[src/hw/rtl/etq_pkg.sv]
// ---------------------------------------------------------------------------
// etq_pkg
// Shared types, codes and sizes for the expiry timeout queue.
// ---------------------------------------------------------------------------
`default_nettype none

package etq_pkg;

    localparam int ENTRIES  = 32;
    localparam int IDX_W    = $clog2(ENTRIES);
    localparam int CNT_W    = $clog2(ENTRIES + 1);
    localparam int HANDLE_W = 5;
    localparam int TIME_W   = 32;

    localparam logic [TIME_W-1:0] TIMEOUT_RESET = 32'd600;

    localparam logic [1:0] OP_REGISTER   = 2'd0;
    localparam logic [1:0] OP_TOUCH      = 2'd1;
    localparam logic [1:0] OP_DEREGISTER = 2'd2;
    localparam logic [1:0] OP_COLLECT    = 2'd3;

    localparam logic [1:0] RK_ACK     = 2'd0;
    localparam logic [1:0] RK_EXPIRED = 2'd1;
    localparam logic [1:0] RK_SUMMARY = 2'd2;

    localparam logic [1:0] STS_OK      = 2'd0;
    localparam logic [1:0] STS_ALREADY = 2'd1;
    localparam logic [1:0] STS_NOT_REG = 2'd2;

    localparam logic [2:0] EMIT_NONE    = 3'd0;
    localparam logic [2:0] EMIT_ACK_OK  = 3'd1;
    localparam logic [2:0] EMIT_ACK_DUP = 3'd2;
    localparam logic [2:0] EMIT_ACK_NRG = 3'd3;
    localparam logic [2:0] EMIT_EXPIRED = 3'd4;
    localparam logic [2:0] EMIT_SUMMARY = 3'd5;

    typedef logic [IDX_W-1:0] slot_t;

    typedef struct packed {
        logic [1:0]          op;
        logic [HANDLE_W-1:0] handle;
        logic [1:0]          cleanup_kind;
        logic [TIME_W-1:0]   now_seconds;
    } in_item_t;

    typedef struct packed {
        logic [1:0]          result_kind;
        logic [1:0]          status;
        logic [HANDLE_W-1:0] entry;
        logic [1:0]          expired_kind;
        logic                pending;
        logic [TIME_W-1:0]   wait_seconds;
        logic                last;
    } out_item_t;

    typedef struct packed {
        logic       latch;
        logic       rd_links;
        logic       rd_head;
        logic       do_register;
        logic       do_unlink;
        logic       do_link;
        logic       pop_head;
        logic [2:0] emit;
    } etq_cmd_t;

    typedef struct packed {
        logic [1:0] op;
        logic       in_range;
        logic       hit;
        logic       empty;
        logic       expired;
        logic       out_free;
    } etq_stat_t;

endpackage

`default_nettype wire

[src/hw/rtl/etq_ram.sv]
// ---------------------------------------------------------------------------
// etq_ram
// Generic single write port RAM with one registered read port.
// ---------------------------------------------------------------------------
`default_nettype none

module etq_ram #(
    parameter int WIDTH = 8,
    parameter int DEPTH = 32
) (
    input  wire logic                     clk,
    input  wire logic                     we,
    input  wire logic [$clog2(DEPTH)-1:0] waddr,
    input  wire logic [WIDTH-1:0]         wdata,
    input  wire logic                     re,
    input  wire logic [$clog2(DEPTH)-1:0] raddr,
    output logic      [WIDTH-1:0]         rdata
);

    logic [WIDTH-1:0] mem_reg [DEPTH];
    logic [WIDTH-1:0] rdata_reg;

    always_ff @(posedge clk)
    begin
        if (we)
        begin
            mem_reg[waddr] <= wdata;
        end
        if (re)
        begin
            rdata_reg <= mem_reg[raddr];
        end
    end

    assign rdata = rdata_reg;

endmodule

`default_nettype wire

[src/hw/rtl/etq_ctrl.sv]
// ---------------------------------------------------------------------------
// etq_ctrl
// Sequencer for the expiry timeout queue: decodes each request and steps
// the datapath through link updates and the collect walk.
// ---------------------------------------------------------------------------
`default_nettype none

module etq_ctrl
    import etq_pkg::*;
(
    input  wire logic      clk,
    input  wire logic      rst_n,
    input  wire logic      in_valid,
    output logic           in_ready,
    input  wire etq_stat_t stat,
    output etq_cmd_t       cmd
);

    localparam logic [2:0] S_IDLE      = 3'd0;
    localparam logic [2:0] S_DECODE    = 3'd1;
    localparam logic [2:0] S_UNLINK    = 3'd2;
    localparam logic [2:0] S_LINK      = 3'd3;
    localparam logic [2:0] S_ACK       = 3'd4;
    localparam logic [2:0] S_COL_CHECK = 3'd5;
    localparam logic [2:0] S_COL_EVAL  = 3'd6;

    logic [2:0] state_reg;
    logic [2:0] state_next;

    always_ff @(posedge clk or negedge rst_n)
    begin
        if (!rst_n)
        begin
            state_reg <= S_IDLE;
        end
        else
        begin
            state_reg <= state_next;
        end
    end

    assign in_ready = (state_reg == S_IDLE);

    always_comb
    begin
        state_next = state_reg;
        cmd        = '0;
        cmd.emit   = EMIT_NONE;
        unique case (state_reg)
            S_IDLE:
            begin
                if (in_valid)
                begin
                    cmd.latch  = 1'b1;
                    state_next = S_DECODE;
                end
            end
            S_DECODE:
            begin
                unique case (stat.op)
                    OP_REGISTER:
                    begin
                        if (stat.out_free)
                        begin
                            if (!stat.in_range)
                            begin
                                cmd.emit = EMIT_ACK_NRG;
                            end
                            else if (stat.hit)
                            begin
                                cmd.emit = EMIT_ACK_DUP;
                            end
                            else
                            begin
                                cmd.emit        = EMIT_ACK_OK;
                                cmd.do_register = 1'b1;
                            end
                            state_next = S_IDLE;
                        end
                    end
                    OP_TOUCH, OP_DEREGISTER:
                    begin
                        if (stat.hit)
                        begin
                            cmd.rd_links = 1'b1;
                            state_next   = S_UNLINK;
                        end
                        else if (stat.out_free)
                        begin
                            cmd.emit   = EMIT_ACK_NRG;
                            state_next = S_IDLE;
                        end
                    end
                    OP_COLLECT:
                    begin
                        state_next = S_COL_CHECK;
                    end
                    default:
                    begin
                        state_next = S_IDLE;
                    end
                endcase
            end
            S_UNLINK:
            begin
                cmd.do_unlink = 1'b1;
                state_next    = (stat.op == OP_TOUCH) ? S_LINK : S_ACK;
            end
            S_LINK:
            begin
                cmd.do_link = 1'b1;
                state_next  = S_ACK;
            end
            S_ACK:
            begin
                if (stat.out_free)
                begin
                    cmd.emit   = EMIT_ACK_OK;
                    state_next = S_IDLE;
                end
            end
            S_COL_CHECK:
            begin
                if (!stat.empty)
                begin
                    cmd.rd_head = 1'b1;
                    state_next  = S_COL_EVAL;
                end
                else if (stat.out_free)
                begin
                    cmd.emit   = EMIT_SUMMARY;
                    state_next = S_IDLE;
                end
            end
            S_COL_EVAL:
            begin
                if (stat.out_free)
                begin
                    if (stat.expired)
                    begin
                        cmd.emit     = EMIT_EXPIRED;
                        cmd.pop_head = 1'b1;
                        state_next   = S_COL_CHECK;
                    end
                    else
                    begin
                        cmd.emit   = EMIT_SUMMARY;
                        state_next = S_IDLE;
                    end
                end
            end
            default:
            begin
                state_next = S_IDLE;
            end
        endcase
    end

endmodule

`default_nettype wire

[src/hw/rtl/etq_dp.sv]
// ---------------------------------------------------------------------------
// etq_dp
// Datapath of the expiry timeout queue: request latch, timeout register,
// valid bits, list pointers, entry memories and the output register.
// ---------------------------------------------------------------------------
`default_nettype none

module etq_dp
    import etq_pkg::*;
(
    input  wire logic              clk,
    input  wire logic              rst_n,
    input  wire logic              cfg_we,
    input  wire logic [TIME_W-1:0] cfg_wdata,
    input  wire in_item_t          in_item,
    input  wire etq_cmd_t          cmd,
    output etq_stat_t              stat,
    output logic                   out_valid,
    input  wire logic              out_ready,
    output out_item_t              out_item
);

    in_item_t          item_reg;
    logic [TIME_W-1:0] timeout_reg;
    logic [ENTRIES-1:0] valid_bits_reg, valid_bits_next;
    slot_t             head_reg, head_next;
    slot_t             tail_reg, tail_next;
    logic [CNT_W-1:0]  count_reg, count_next;
    logic              out_valid_reg, out_valid_next;
    out_item_t         out_reg, out_next;

    slot_t             h_ix;
    logic              in_range;
    logic [TIME_W:0]   dl_sum;
    logic [TIME_W-1:0] new_dl;
    logic [CNT_W-1:0]  count_dec;

    logic              dl_we, kind_we, next_we, prev_we;
    slot_t             next_waddr, next_wdata, prev_waddr, prev_wdata;
    slot_t             next_raddr;
    logic [TIME_W-1:0] dl_rdata;
    logic [1:0]        kind_rdata;
    slot_t             next_rdata, prev_rdata;
    logic              out_free;

    assign h_ix      = IDX_W'(item_reg.handle);
    assign in_range  = (32'(item_reg.handle) < ENTRIES);
    assign dl_sum    = {1'b0, item_reg.now_seconds} + {1'b0, timeout_reg};
    assign new_dl    = dl_sum[TIME_W] ? '1 : dl_sum[TIME_W-1:0];
    assign count_dec = count_reg - CNT_W'(1);
    assign out_free  = !out_valid_reg || out_ready;

    assign stat.op       = item_reg.op;
    assign stat.in_range = in_range;
    assign stat.hit      = in_range && valid_bits_reg[h_ix];
    assign stat.empty    = (count_reg == '0);
    assign stat.expired  = (dl_rdata < item_reg.now_seconds);
    assign stat.out_free = out_free;

    always_ff @(posedge clk)
    begin
        if (cmd.latch)
        begin
            item_reg <= in_item;
        end
        out_reg <= out_next;
    end

    always_ff @(posedge clk or negedge rst_n)
    begin
        if (!rst_n)
        begin
            timeout_reg    <= TIMEOUT_RESET;
            valid_bits_reg <= '0;
            head_reg       <= '0;
            tail_reg       <= '0;
            count_reg      <= '0;
            out_valid_reg  <= 1'b0;
        end
        else
        begin
            if (cfg_we)
            begin
                timeout_reg <= cfg_wdata;
            end
            valid_bits_reg <= valid_bits_next;
            head_reg       <= head_next;
            tail_reg       <= tail_next;
            count_reg      <= count_next;
            out_valid_reg  <= out_valid_next;
        end
    end

    // list pointer and memory write control
    always_comb
    begin
        valid_bits_next = valid_bits_reg;
        head_next       = head_reg;
        tail_next       = tail_reg;
        count_next      = count_reg;
        dl_we           = 1'b0;
        kind_we         = 1'b0;
        next_we         = 1'b0;
        prev_we         = 1'b0;
        next_waddr      = tail_reg;
        next_wdata      = h_ix;
        prev_waddr      = h_ix;
        prev_wdata      = tail_reg;
        next_raddr      = cmd.rd_head ? head_reg : h_ix;

        if (cmd.do_register || cmd.do_link)
        begin
            dl_we   = 1'b1;
            kind_we = cmd.do_register;
            if (cmd.do_register)
            begin
                valid_bits_next[h_ix] = 1'b1;
            end
            if (count_reg == '0)
            begin
                head_next = h_ix;
            end
            else
            begin
                next_we = 1'b1;
                prev_we = 1'b1;
            end
            tail_next  = h_ix;
            count_next = count_reg + CNT_W'(1);
        end

        if (cmd.do_unlink)
        begin
            next_waddr = prev_rdata;
            next_wdata = next_rdata;
            prev_waddr = next_rdata;
            prev_wdata = prev_rdata;
            if (h_ix == head_reg)
            begin
                head_next = next_rdata;
            end
            else
            begin
                next_we = 1'b1;
            end
            if (h_ix == tail_reg)
            begin
                tail_next = prev_rdata;
            end
            else
            begin
                prev_we = 1'b1;
            end
            count_next = count_dec;
            if (count_dec == '0)
            begin
                head_next = '0;
                tail_next = '0;
            end
            if (item_reg.op == OP_DEREGISTER)
            begin
                valid_bits_next[h_ix] = 1'b0;
            end
        end

        if (cmd.pop_head)
        begin
            valid_bits_next[head_reg] = 1'b0;
            head_next  = next_rdata;
            count_next = count_dec;
            if (count_dec == '0)
            begin
                head_next = '0;
                tail_next = '0;
            end
        end
    end

    // result formatting
    always_comb
    begin
        out_next       = out_reg;
        out_valid_next = out_valid_reg && !out_ready;
        if (cmd.emit != EMIT_NONE)
        begin
            out_valid_next = 1'b1;
            out_next       = '0;
        end
        unique case (cmd.emit)
            EMIT_NONE:
            begin
            end
            EMIT_ACK_OK, EMIT_ACK_DUP, EMIT_ACK_NRG:
            begin
                out_next.result_kind = RK_ACK;
                out_next.entry       = item_reg.handle;
                out_next.last        = 1'b1;
                if (cmd.emit == EMIT_ACK_DUP)
                begin
                    out_next.status = STS_ALREADY;
                end
                else if (cmd.emit == EMIT_ACK_NRG)
                begin
                    out_next.status = STS_NOT_REG;
                end
                else
                begin
                    out_next.status = STS_OK;
                end
            end
            EMIT_EXPIRED:
            begin
                out_next.result_kind  = RK_EXPIRED;
                out_next.entry        = HANDLE_W'(head_reg);
                out_next.expired_kind = kind_rdata;
            end
            EMIT_SUMMARY:
            begin
                out_next.result_kind = RK_SUMMARY;
                out_next.last        = 1'b1;
                if (count_reg != '0)
                begin
                    out_next.pending      = 1'b1;
                    out_next.wait_seconds = dl_rdata - item_reg.now_seconds;
                end
            end
            default:
            begin
                out_valid_next = out_valid_reg && !out_ready;
                out_next       = out_reg;
            end
        endcase
    end

    assign out_valid = out_valid_reg;
    assign out_item  = out_reg;

    etq_ram #(.WIDTH(TIME_W), .DEPTH(ENTRIES)) u_dl_ram (
        .clk   (clk),
        .we    (dl_we),
        .waddr (h_ix),
        .wdata (new_dl),
        .re    (cmd.rd_head),
        .raddr (head_reg),
        .rdata (dl_rdata)
    );

    etq_ram #(.WIDTH(2), .DEPTH(ENTRIES)) u_kind_ram (
        .clk   (clk),
        .we    (kind_we),
        .waddr (h_ix),
        .wdata (item_reg.cleanup_kind),
        .re    (cmd.rd_head),
        .raddr (head_reg),
        .rdata (kind_rdata)
    );

    etq_ram #(.WIDTH(IDX_W), .DEPTH(ENTRIES)) u_next_ram (
        .clk   (clk),
        .we    (next_we),
        .waddr (next_waddr),
        .wdata (next_wdata),
        .re    (cmd.rd_head || cmd.rd_links),
        .raddr (next_raddr),
        .rdata (next_rdata)
    );

    etq_ram #(.WIDTH(IDX_W), .DEPTH(ENTRIES)) u_prev_ram (
        .clk   (clk),
        .we    (prev_we),
        .waddr (prev_waddr),
        .wdata (prev_wdata),
        .re    (cmd.rd_links),
        .raddr (h_ix),
        .rdata (prev_rdata)
    );

endmodule

`default_nettype wire

[src/hw/rtl/expiry_timeout_queue_top.sv]
// ---------------------------------------------------------------------------
// expiry_timeout_queue_top
// Aging queue of up to 32 tracked slots kept in insertion order.
//
// Requests arrive on in_valid/in_ready/in_item: register, touch, deregister
// or collect. Results leave on out_valid/out_ready/out_item, one ack per
// register, touch or deregister, and for a collect one result per expired
// head slot followed by a summary; the final result of a request has last set.
// The user must write the timeout through cfg_we/cfg_wdata only while the
// block is idle; the block itself does not enforce this. One request is
// handled at a time. Register and failed requests load their ack in the
// decode state, deregister after unlink, touch after unlink and link; the
// next request is taken in the cycle after its ack is loaded. Collect pops
// expired head slots one by one, each read from the deadline and link
// memories, and loads its summary on an empty queue or an unexpired head.
// A result waits in the output register while out_ready is low; the
// sequencer holds until that register is free, and in_ready stays low.
// Reset empties the queue, clears all valid bits and sets the timeout to 600.
// ---------------------------------------------------------------------------
`default_nettype none

module expiry_timeout_queue_top
    import etq_pkg::*;
(
    input  wire logic              clk,
    input  wire logic              rst_n,
    input  wire logic              cfg_we,
    input  wire logic [TIME_W-1:0] cfg_wdata,
    input  wire logic              in_valid,
    output logic                   in_ready,
    input  wire in_item_t          in_item,
    output logic                   out_valid,
    input  wire logic              out_ready,
    output out_item_t              out_item
);

    etq_cmd_t  cmd;
    etq_stat_t stat;

    etq_ctrl u_ctrl (
        .clk      (clk),
        .rst_n    (rst_n),
        .in_valid (in_valid),
        .in_ready (in_ready),
        .stat     (stat),
        .cmd      (cmd)
    );

    etq_dp u_dp (
        .clk       (clk),
        .rst_n     (rst_n),
        .cfg_we    (cfg_we),
        .cfg_wdata (cfg_wdata),
        .in_item   (in_item),
        .cmd       (cmd),
        .stat      (stat),
        .out_valid (out_valid),
        .out_ready (out_ready),
        .out_item  (out_item)
    );

endmodule

`default_nettype wire
[config.mk]
export PLATFORM = sky130hd
export DESIGN_NAME = expiry_timeout_queue_top
export DESIGN_NICKNAME = d
export VERILOG_FILES = /design/src/hw/rtl/etq_pkg.sv /design/src/hw/rtl/etq_ram.sv /design/src/hw/rtl/etq_ctrl.sv /design/src/hw/rtl/etq_dp.sv /design/src/hw/rtl/expiry_timeout_queue_top.sv
export SDC_FILE = /design/constraint.sdc
export NUM_CORES = 2
export LEC_CHECK = 0
export BUFFER_PORTS_ARGS = -buffer_cell sky130_fd_sc_hd__clkbuf_2
export CAP_MARGIN = 0
export CORE_UTILIZATION = 63
export DETAILED_ROUTE_END_ITERATION = 16
export PLACE_DENSITY = 0.8
export SLEW_MARGIN = 20
export SYNTH_ARGS = -nofsm -noshare
export SYNTH_HDL_FRONTEND = slang
export SYNTH_SLANG_ARGS = --single-unit
[constraint.sdc]
create_clock -name clk -period 9.87 [get_ports clk]
set_clock_uncertainty 0.2 [all_clocks]
set_input_delay 1.974 -clock clk [delete_from_list [all_inputs] [get_ports clk]]
set_output_delay 1.974 -clock clk [all_outputs]
set_load 0.01 [all_outputs]
Word-level counts from Yosys, hierarchy flattened. Memories as Yosys holds them, arrays and structs flattened. A register that Yosys moved wholly into a read port is not among the register bits. Index checks and enable logic that the tools add are counted.

Bitwise logic cells: 5. Equality and inequality tests: 23. Add/sub/neg operators: 4. Order comparisons: 5. Reductions and logical operators: 37. Muxes and demuxes: 93.

Operator list (count): 2-to-1 mux 32 bit (6); 2-to-1 mux 5 bit (16); case mux 33 bit (2 select lines) (1); AND 32 bit (2); inverter 32 bit (2); 2-to-1 mux 45 bit (1); 2-to-1 mux 1 bit (37); adder 32 x 32 -> 33 bit (1); 2-to-1 mux 3 bit (11); 2-to-1 mux 33 bit (1); < comparator 32 bit (1); bitwise OR 32 bit (1); subtractor 32 bit (1); case mux 3 bit (7 select lines) (1); 2-to-1 mux 6 bit (3); == test 3 bit, second input constant (5); case mux 5 bit (3 select lines) (1); == test 3 x 2 -> 1 bit, second input constant (4); zero test 6 bit (2); < comparator 5 x 6 -> 1 bit, second input constant (2); inequality test 2 x 1 -> 1 bit, second input constant (6); case mux 3 bit (4 select lines) (1); AND reduction 2 bit (6); demux 1 bit (select 5 bit) (2); other kinds (30) (53).

Bits of input ports: 78. Output and inout bits: 47. Word-level logic and storage cells: 189. Memory bits (writable): 1408. Flip-flop bits (word level): 170. Memories kept: 4.

Memories: u_dp.u_dl_ram.mem_reg (words 32, bits a word 32, rd ports 1, clocked after memory_dff 1, wr ports 1, RTL line etq_ram.sv:20) `logic [WIDTH-1:0] mem_reg [DEPTH];`; u_dp.u_next_ram.mem_reg (words 32, bits a word 5, rd ports 1, clocked after memory_dff 1, wr ports 1, RTL line etq_ram.sv:20); u_dp.u_prev_ram.mem_reg (words 32, bits a word 5, rd ports 1, clocked after memory_dff 1, wr ports 1, RTL line etq_ram.sv:20); u_dp.u_kind_ram.mem_reg (words 32, bits a word 2, rd ports 1, clocked after memory_dff 1, wr ports 1, RTL line etq_ram.sv:20).

Logic depth before layout (Yosys ltp).
Depth in word-level cells: 13. Gate-level depth with buffers: 15. Depth with buffers taken out: 14.

Cells and area by module. From an unflattened synthesis, not the netlist that was laid out.

Cell total of the unflattened synthesis: 4140. Area total of the unflattened synthesis: 67559.8 µm².

Modules (own cells, without submodules): etq_ram (u_dp.u_dl_ram) (instances 1, area an instance 40812.9 µm², sequential area each 31710.4 µm², cells an instance 2260); etq_ram (u_dp.u_next_ram ...) (instances 2, area an instance 6394.9 µm², sequential area each 4954.8 µm², cells an instance 277); etq_dp (instances 1, area an instance 10701.5 µm², sequential area each 4614.4 µm², cells an instance 1075); etq_ram (u_dp.u_kind_ram) (instances 1, area an instance 2802.7 µm², sequential area each 1981.9 µm², cells an instance 185); etq_ctrl (instances 1, area an instance 452.9 µm², sequential area each 75.1 µm², cells an instance 66).

Worst setup path before layout. Ideal clock, no wire load.

Path kind: input port to flip-flop. From: input port out_ready. To: memory u_dp.u_dl_ram.mem_reg[10][0] (netlist bit), enable pin. Stages on the path: 7. Required time: 9249 ps. Library setup time: 421 ps. Arrival: 4555 ps. Buffers on the path: 3. Slack: 4694 ps. Cell sequence: nand2b_1 clkbuf_1 nand3_1 o21a_2 buf_2 buf_1 nor2_1.

Cells in the longest elaborated chain, start to end: 8.

RTL lines: start, declared (RTL line expiry_timeout_queue_top.sv:33) `input wire logic out_ready,`; logical OR 1 bit (RTL line etq_dp.sv:51) `assign out_free = !out_valid_reg || out_ready;`; 2-to-1 mux 1 bit (RTL line etq_ctrl.sv:63) `if (stat.out_free)`; 2-to-1 mux 1 bit (RTL line etq_ctrl.sv:60) `unique case (stat.op)`; 2-to-1 mux 1 bit (RTL line etq_ctrl.sv:49) `unique case (state_reg)`; logical OR 1 bit (RTL line etq_dp.sv:111) `if (cmd.do_register || cmd.do_link)`; 2-to-1 mux 1 bit (RTL line etq_dp.sv:111); 2-to-1 mux 1 bit (RTL line etq_ram.sv:25) `if (we)`; 2-to-1 mux 1 bit (not written as such) (RTL line etq_ram.sv:27) `mem_reg[waddr] <= wdata;`; end, declared (RTL line etq_ram.sv:20).

Every way passes these cells.

Worst setup path in the final report.
From: register u_dp.timeout_reg[6]. To: memory u_dp.u_dl_ram.mem_reg[16][22] (netlist bit), data pin.

Cells in the longest elaborated chain, start to end: 2.

RTL lines: start, declared (RTL line etq_dp.sv:24) `logic [TIME_W-1:0] timeout_reg;`; start signal, assigned (RTL line etq_dp.sv:84) `timeout_reg <= cfg_wdata;`; adder 32 x 32 -> 33 bit (RTL line etq_dp.sv:48) `assign dl_sum = {1'b0, item_reg.now_seconds} + {1'b0, timeout_reg};`; 2-to-1 mux 32 bit (RTL line etq_dp.sv:49) `assign new_dl = dl_sum[TIME_W] ? '1 : dl_sum[TIME_W-1:0];`; net u_dp.new_dl[22] (RTL line etq_dp.sv:35) `logic [TIME_W-1:0] new_dl;`.

The timed path passes the listed nets, and every way through them passes these cells.

==> metrics.md <==
| Metric | Value |
|---|---|
| Final setup violation count | `0` |
| Die H | `325.3 um` |
| Largest net degree at the start of global routing | `131` |
| Fin nets | `3911` |
| Commonest non-fill, non-tap cell in the layout | `edfxtp_1` |
| CP max stage cell | `nand2_1` |
| Number of synthesized register bits | `1622` |
| Vias in the first global route | `36.96k` |
| Root Buffer Master | `clkbuf_16` |
| CP Data Arrival Time | `4930 ps` |
| Status | `completed` |
| Postcts setup bufs | `0` |
| Share of cells above drive strength 1 | `0.2318` |
| Total GRT Usage | `0.3268` |
| DRC | `0` |
| H-tree depth | `4` |
| CTS Buffer Depth | `3` |
| Clock power frac | `0.323` |
| DIE WIDTH | `325.3 um` |
| Most frequent cells in the layout | `edfxtp_1, mux4_2, nand2_1` |
| Placed cell count | `4969` |
| Startpoint types | `register` |
| Cell count after synthesis | `3549` |
| Routed length per instance | `32.79 um` |
| Post-synth EDFFs | `1538` |
| Synth warn | `0` |
| CTS tree | `built` |
| Grt ovf | `0` |
| Sequence of cells on the critical path | `ha_1 -> a21o_1 -> a21oi_1 -> o211ai_1 -> o21ai_0 -> a211oi_1 -> nor2_1 -> o21a_1 -> buf_4 -> nand2_1` |
| Die area | `105800 sq um` |
| Internal Dissipation | `13.17 mW` |
| Final Critical Period | `4912 ps` |
| Max_slew headroom | `0.1547` |
| Min-Delay Path Class | `register to register` |
| Post-synthesis cell area | `65870 sq um` |
| DP Wirelength | `101.2 mm` |
| Post-Layout Cell Count | `5279` |
| Fmax | `203.6 MHz` |
| Max reg flops | `1024` |
| Combinational group share of total power | `0.194` |
| Wirelength, routed | `173.1 mm` |
| Critical path depth | `10` |
| Pre-antenna DRT Iters | `6` |
| Iter 0 DRT Violations | `5326` |
| Worst endpoint required time | `9880 ps` |
| CP Buf/Inv Count | `1` |
| CTS Sinks | `1622` |
| Vias | `37.00k` |
| Leak | `24.58 nW` |
| Unrepaired setup endpoints after global routing | `no` |
| Cell depth of the worst hold path | `1` |
| Sequential fraction of the synthesis area | `0.7332` |
| Max incr delay on CP | `850 ps` |
| IO Pins | `125` |
| Total CTS buffers | `156` |
| Reg2Reg Depth | `10` |
| CP Class | `register to register` |
| Count of cell types in the netlist | `86` |
| RD Place Congestion | `0.9243` |
| Max Cap Violations | `0` |
| Setup TNS | `0 ps` |
| Clock-pin slew on the worst setup and hold paths | `60 ps` |
| Rows | `118` |
| Post-cts hold buffer count | `0` |
| Final ANT Viol Nets | `0` |
| Initial antenna violation count | `14` |
| Number of port buffers | `124` |
| Core area | `103600 sq um` |
| Total Power | `18.67 mW` |
| CP endpoint kind | `register` |
| PwrDens | `253.1 nW/um^2` |
| Sw Pwr | `5.507 mW` |
| Async SR Flop Fraction | `0.05179` |
| Starting Density | `0.6355` |
| Max Slew Vio Count | `0` |
| Peak supply drop | `0.0002160 V` |
| Post-synth top flop | `edfxtp_1` |
| Final Hold Viols | `0` |
| Avg Cell Area, Syn | `18.56 sq um` |
| Drt via density | `7.009` |
| Area Growth Syn to Fin | `12.00%` |
| Top cell family by delay on the critical path | `compound AO/OA/AOI/OAI gates` |
| Latest clock arrival within the worst-skew pair | `800 ps` |
| Sequential Power Share | `0.483` |
| Global-route wire length before repair | `247.3 mm` |
| Worst Path Max Fanout | `32` |
| Part of the cycle the worst path needs | `0.4977` |
| Worst Tran Pin Value | `1265 ps` |
| Quantity of gates resized following cts | `0` |
| Switching part of the total | `0.2949` |
## cells by family (layout without fill, tap and decap cells)
kind of cell | count (synthesis) | in the layout | share of synthesized area
AO/OA/AOI/OAI | 517 | 517 | 0.05391
buffers and inverters | 246 | 556 | 0.01607
adder cells (fa/ha/maj) | 74 | 74 | 0.01429
XOR/XNOR | 55 | 55 | 0.007314
multiplexers | 423 | 423 | 0.1324
flip-flops | 1622 | 1622 | 0.7332
other | 1 | 41 | 0.00005693
AND/OR/NAND/NOR | 611 | 611 | 0.04278
## metrics by stage
step	cell area, sq um	setup WS, ps	utilization	hold slack (ps)
after floorplan	65990	4694	-	242.6
after global placement	68360	4860	0.6595	262.7
after detailed placement	68370	4788	0.6596	266.6
after CTS	73490	5063	0.7090	274.7
after global routing	73760	4889	0.7117	296.7
final	73770	4958	0.7118	275.6
## synth_stat cells, drive strengths merged (6+ instances only)
cell type	count	area, sq um
edfxtp	1538	46180
mux4	352	7943
nand2	207	777.0
nor2	199	770.7
a22oi	159	1194
clkbuf	99	375.4
a21oi	86	441.7
dfrtp	80	2002
buf	79	427.9
o21ai	78	405.4
ha	72	900.9
inv	68	255.3
nand4	47	294.0
o22ai	45	281.5
nand3	38	202.7
mux2i	37	395.4
mux2	34	382.9
xor2	34	297.8
a21o	31	232.7
nor3	22	110.1
xnor2	21	183.9
and3	19	118.9
nand2b	18	112.6
o211ai	16	120.1
o21a	15	113.9
a31oi	14	102.6
nor2b	14	87.58
a211oi	10	75.07
a22o	8	70.07
and2	8	50.05
or3	8	50.05
nand3b	7	52.55
nor3b	7	52.55
o31ai	6	58.81
## area by class of cell
cell class	count	area [sq um]
inverter	68	255.2
fill	5860	29870
antenna	8	20.02
timing repair buffer	198	1351
clock inverter	103	1092
clock buffer	187	4030
sequential	1622	48300
multi-input combinational	1713	17000
tap	1380	1727
## power by group through the flow
stage / logic [mW] / registers [mW] / clock network [mW]
after global routing: 3.80 / 9.04 / 6.28
after detailed placement: 3.48 / 9.16 / 0
final: 3.61 / 9.03 / 6.03
after CTS: 3.52 / 9.03 / 6.03
after global placement: 3.37 / 9.15 / 0
after floorplan: 2.17 / 9.07 / 0
## layer usage
metal	global-route usage	up-vias	share of wire	routed length, um
met5	0	-	0.00040	69
met4	0.2124	10	0.074	12760
met3	0.05927	546	0.090	15510
met2	0.5392	2802	0.50	86910
met1	0.4010	18770	0.33	57870
li1	-	14870	-	-
## path summary, 6_finish.rpt
path	from	slack (ps)	endpoint
max reg2reg	u_dp.timeout_reg[6]	4960	u_dp.u_dl_ram.mem_reg[16][22]
min reg2reg	u_dp.count_reg[5]	280	u_dp.count_reg[5]
max	u_dp.timeout_reg[6]	4960	u_dp.u_dl_ram.mem_reg[16][22]
min in group asynchronous	rst_n	940	u_dp.timeout_reg[7]
max in group asynchronous	rst_n	7290	u_dp.head_reg[0]
min	u_dp.count_reg[5]	280	u_dp.count_reg[5]
No activity file was read; power rests on OpenSTA's default activity.
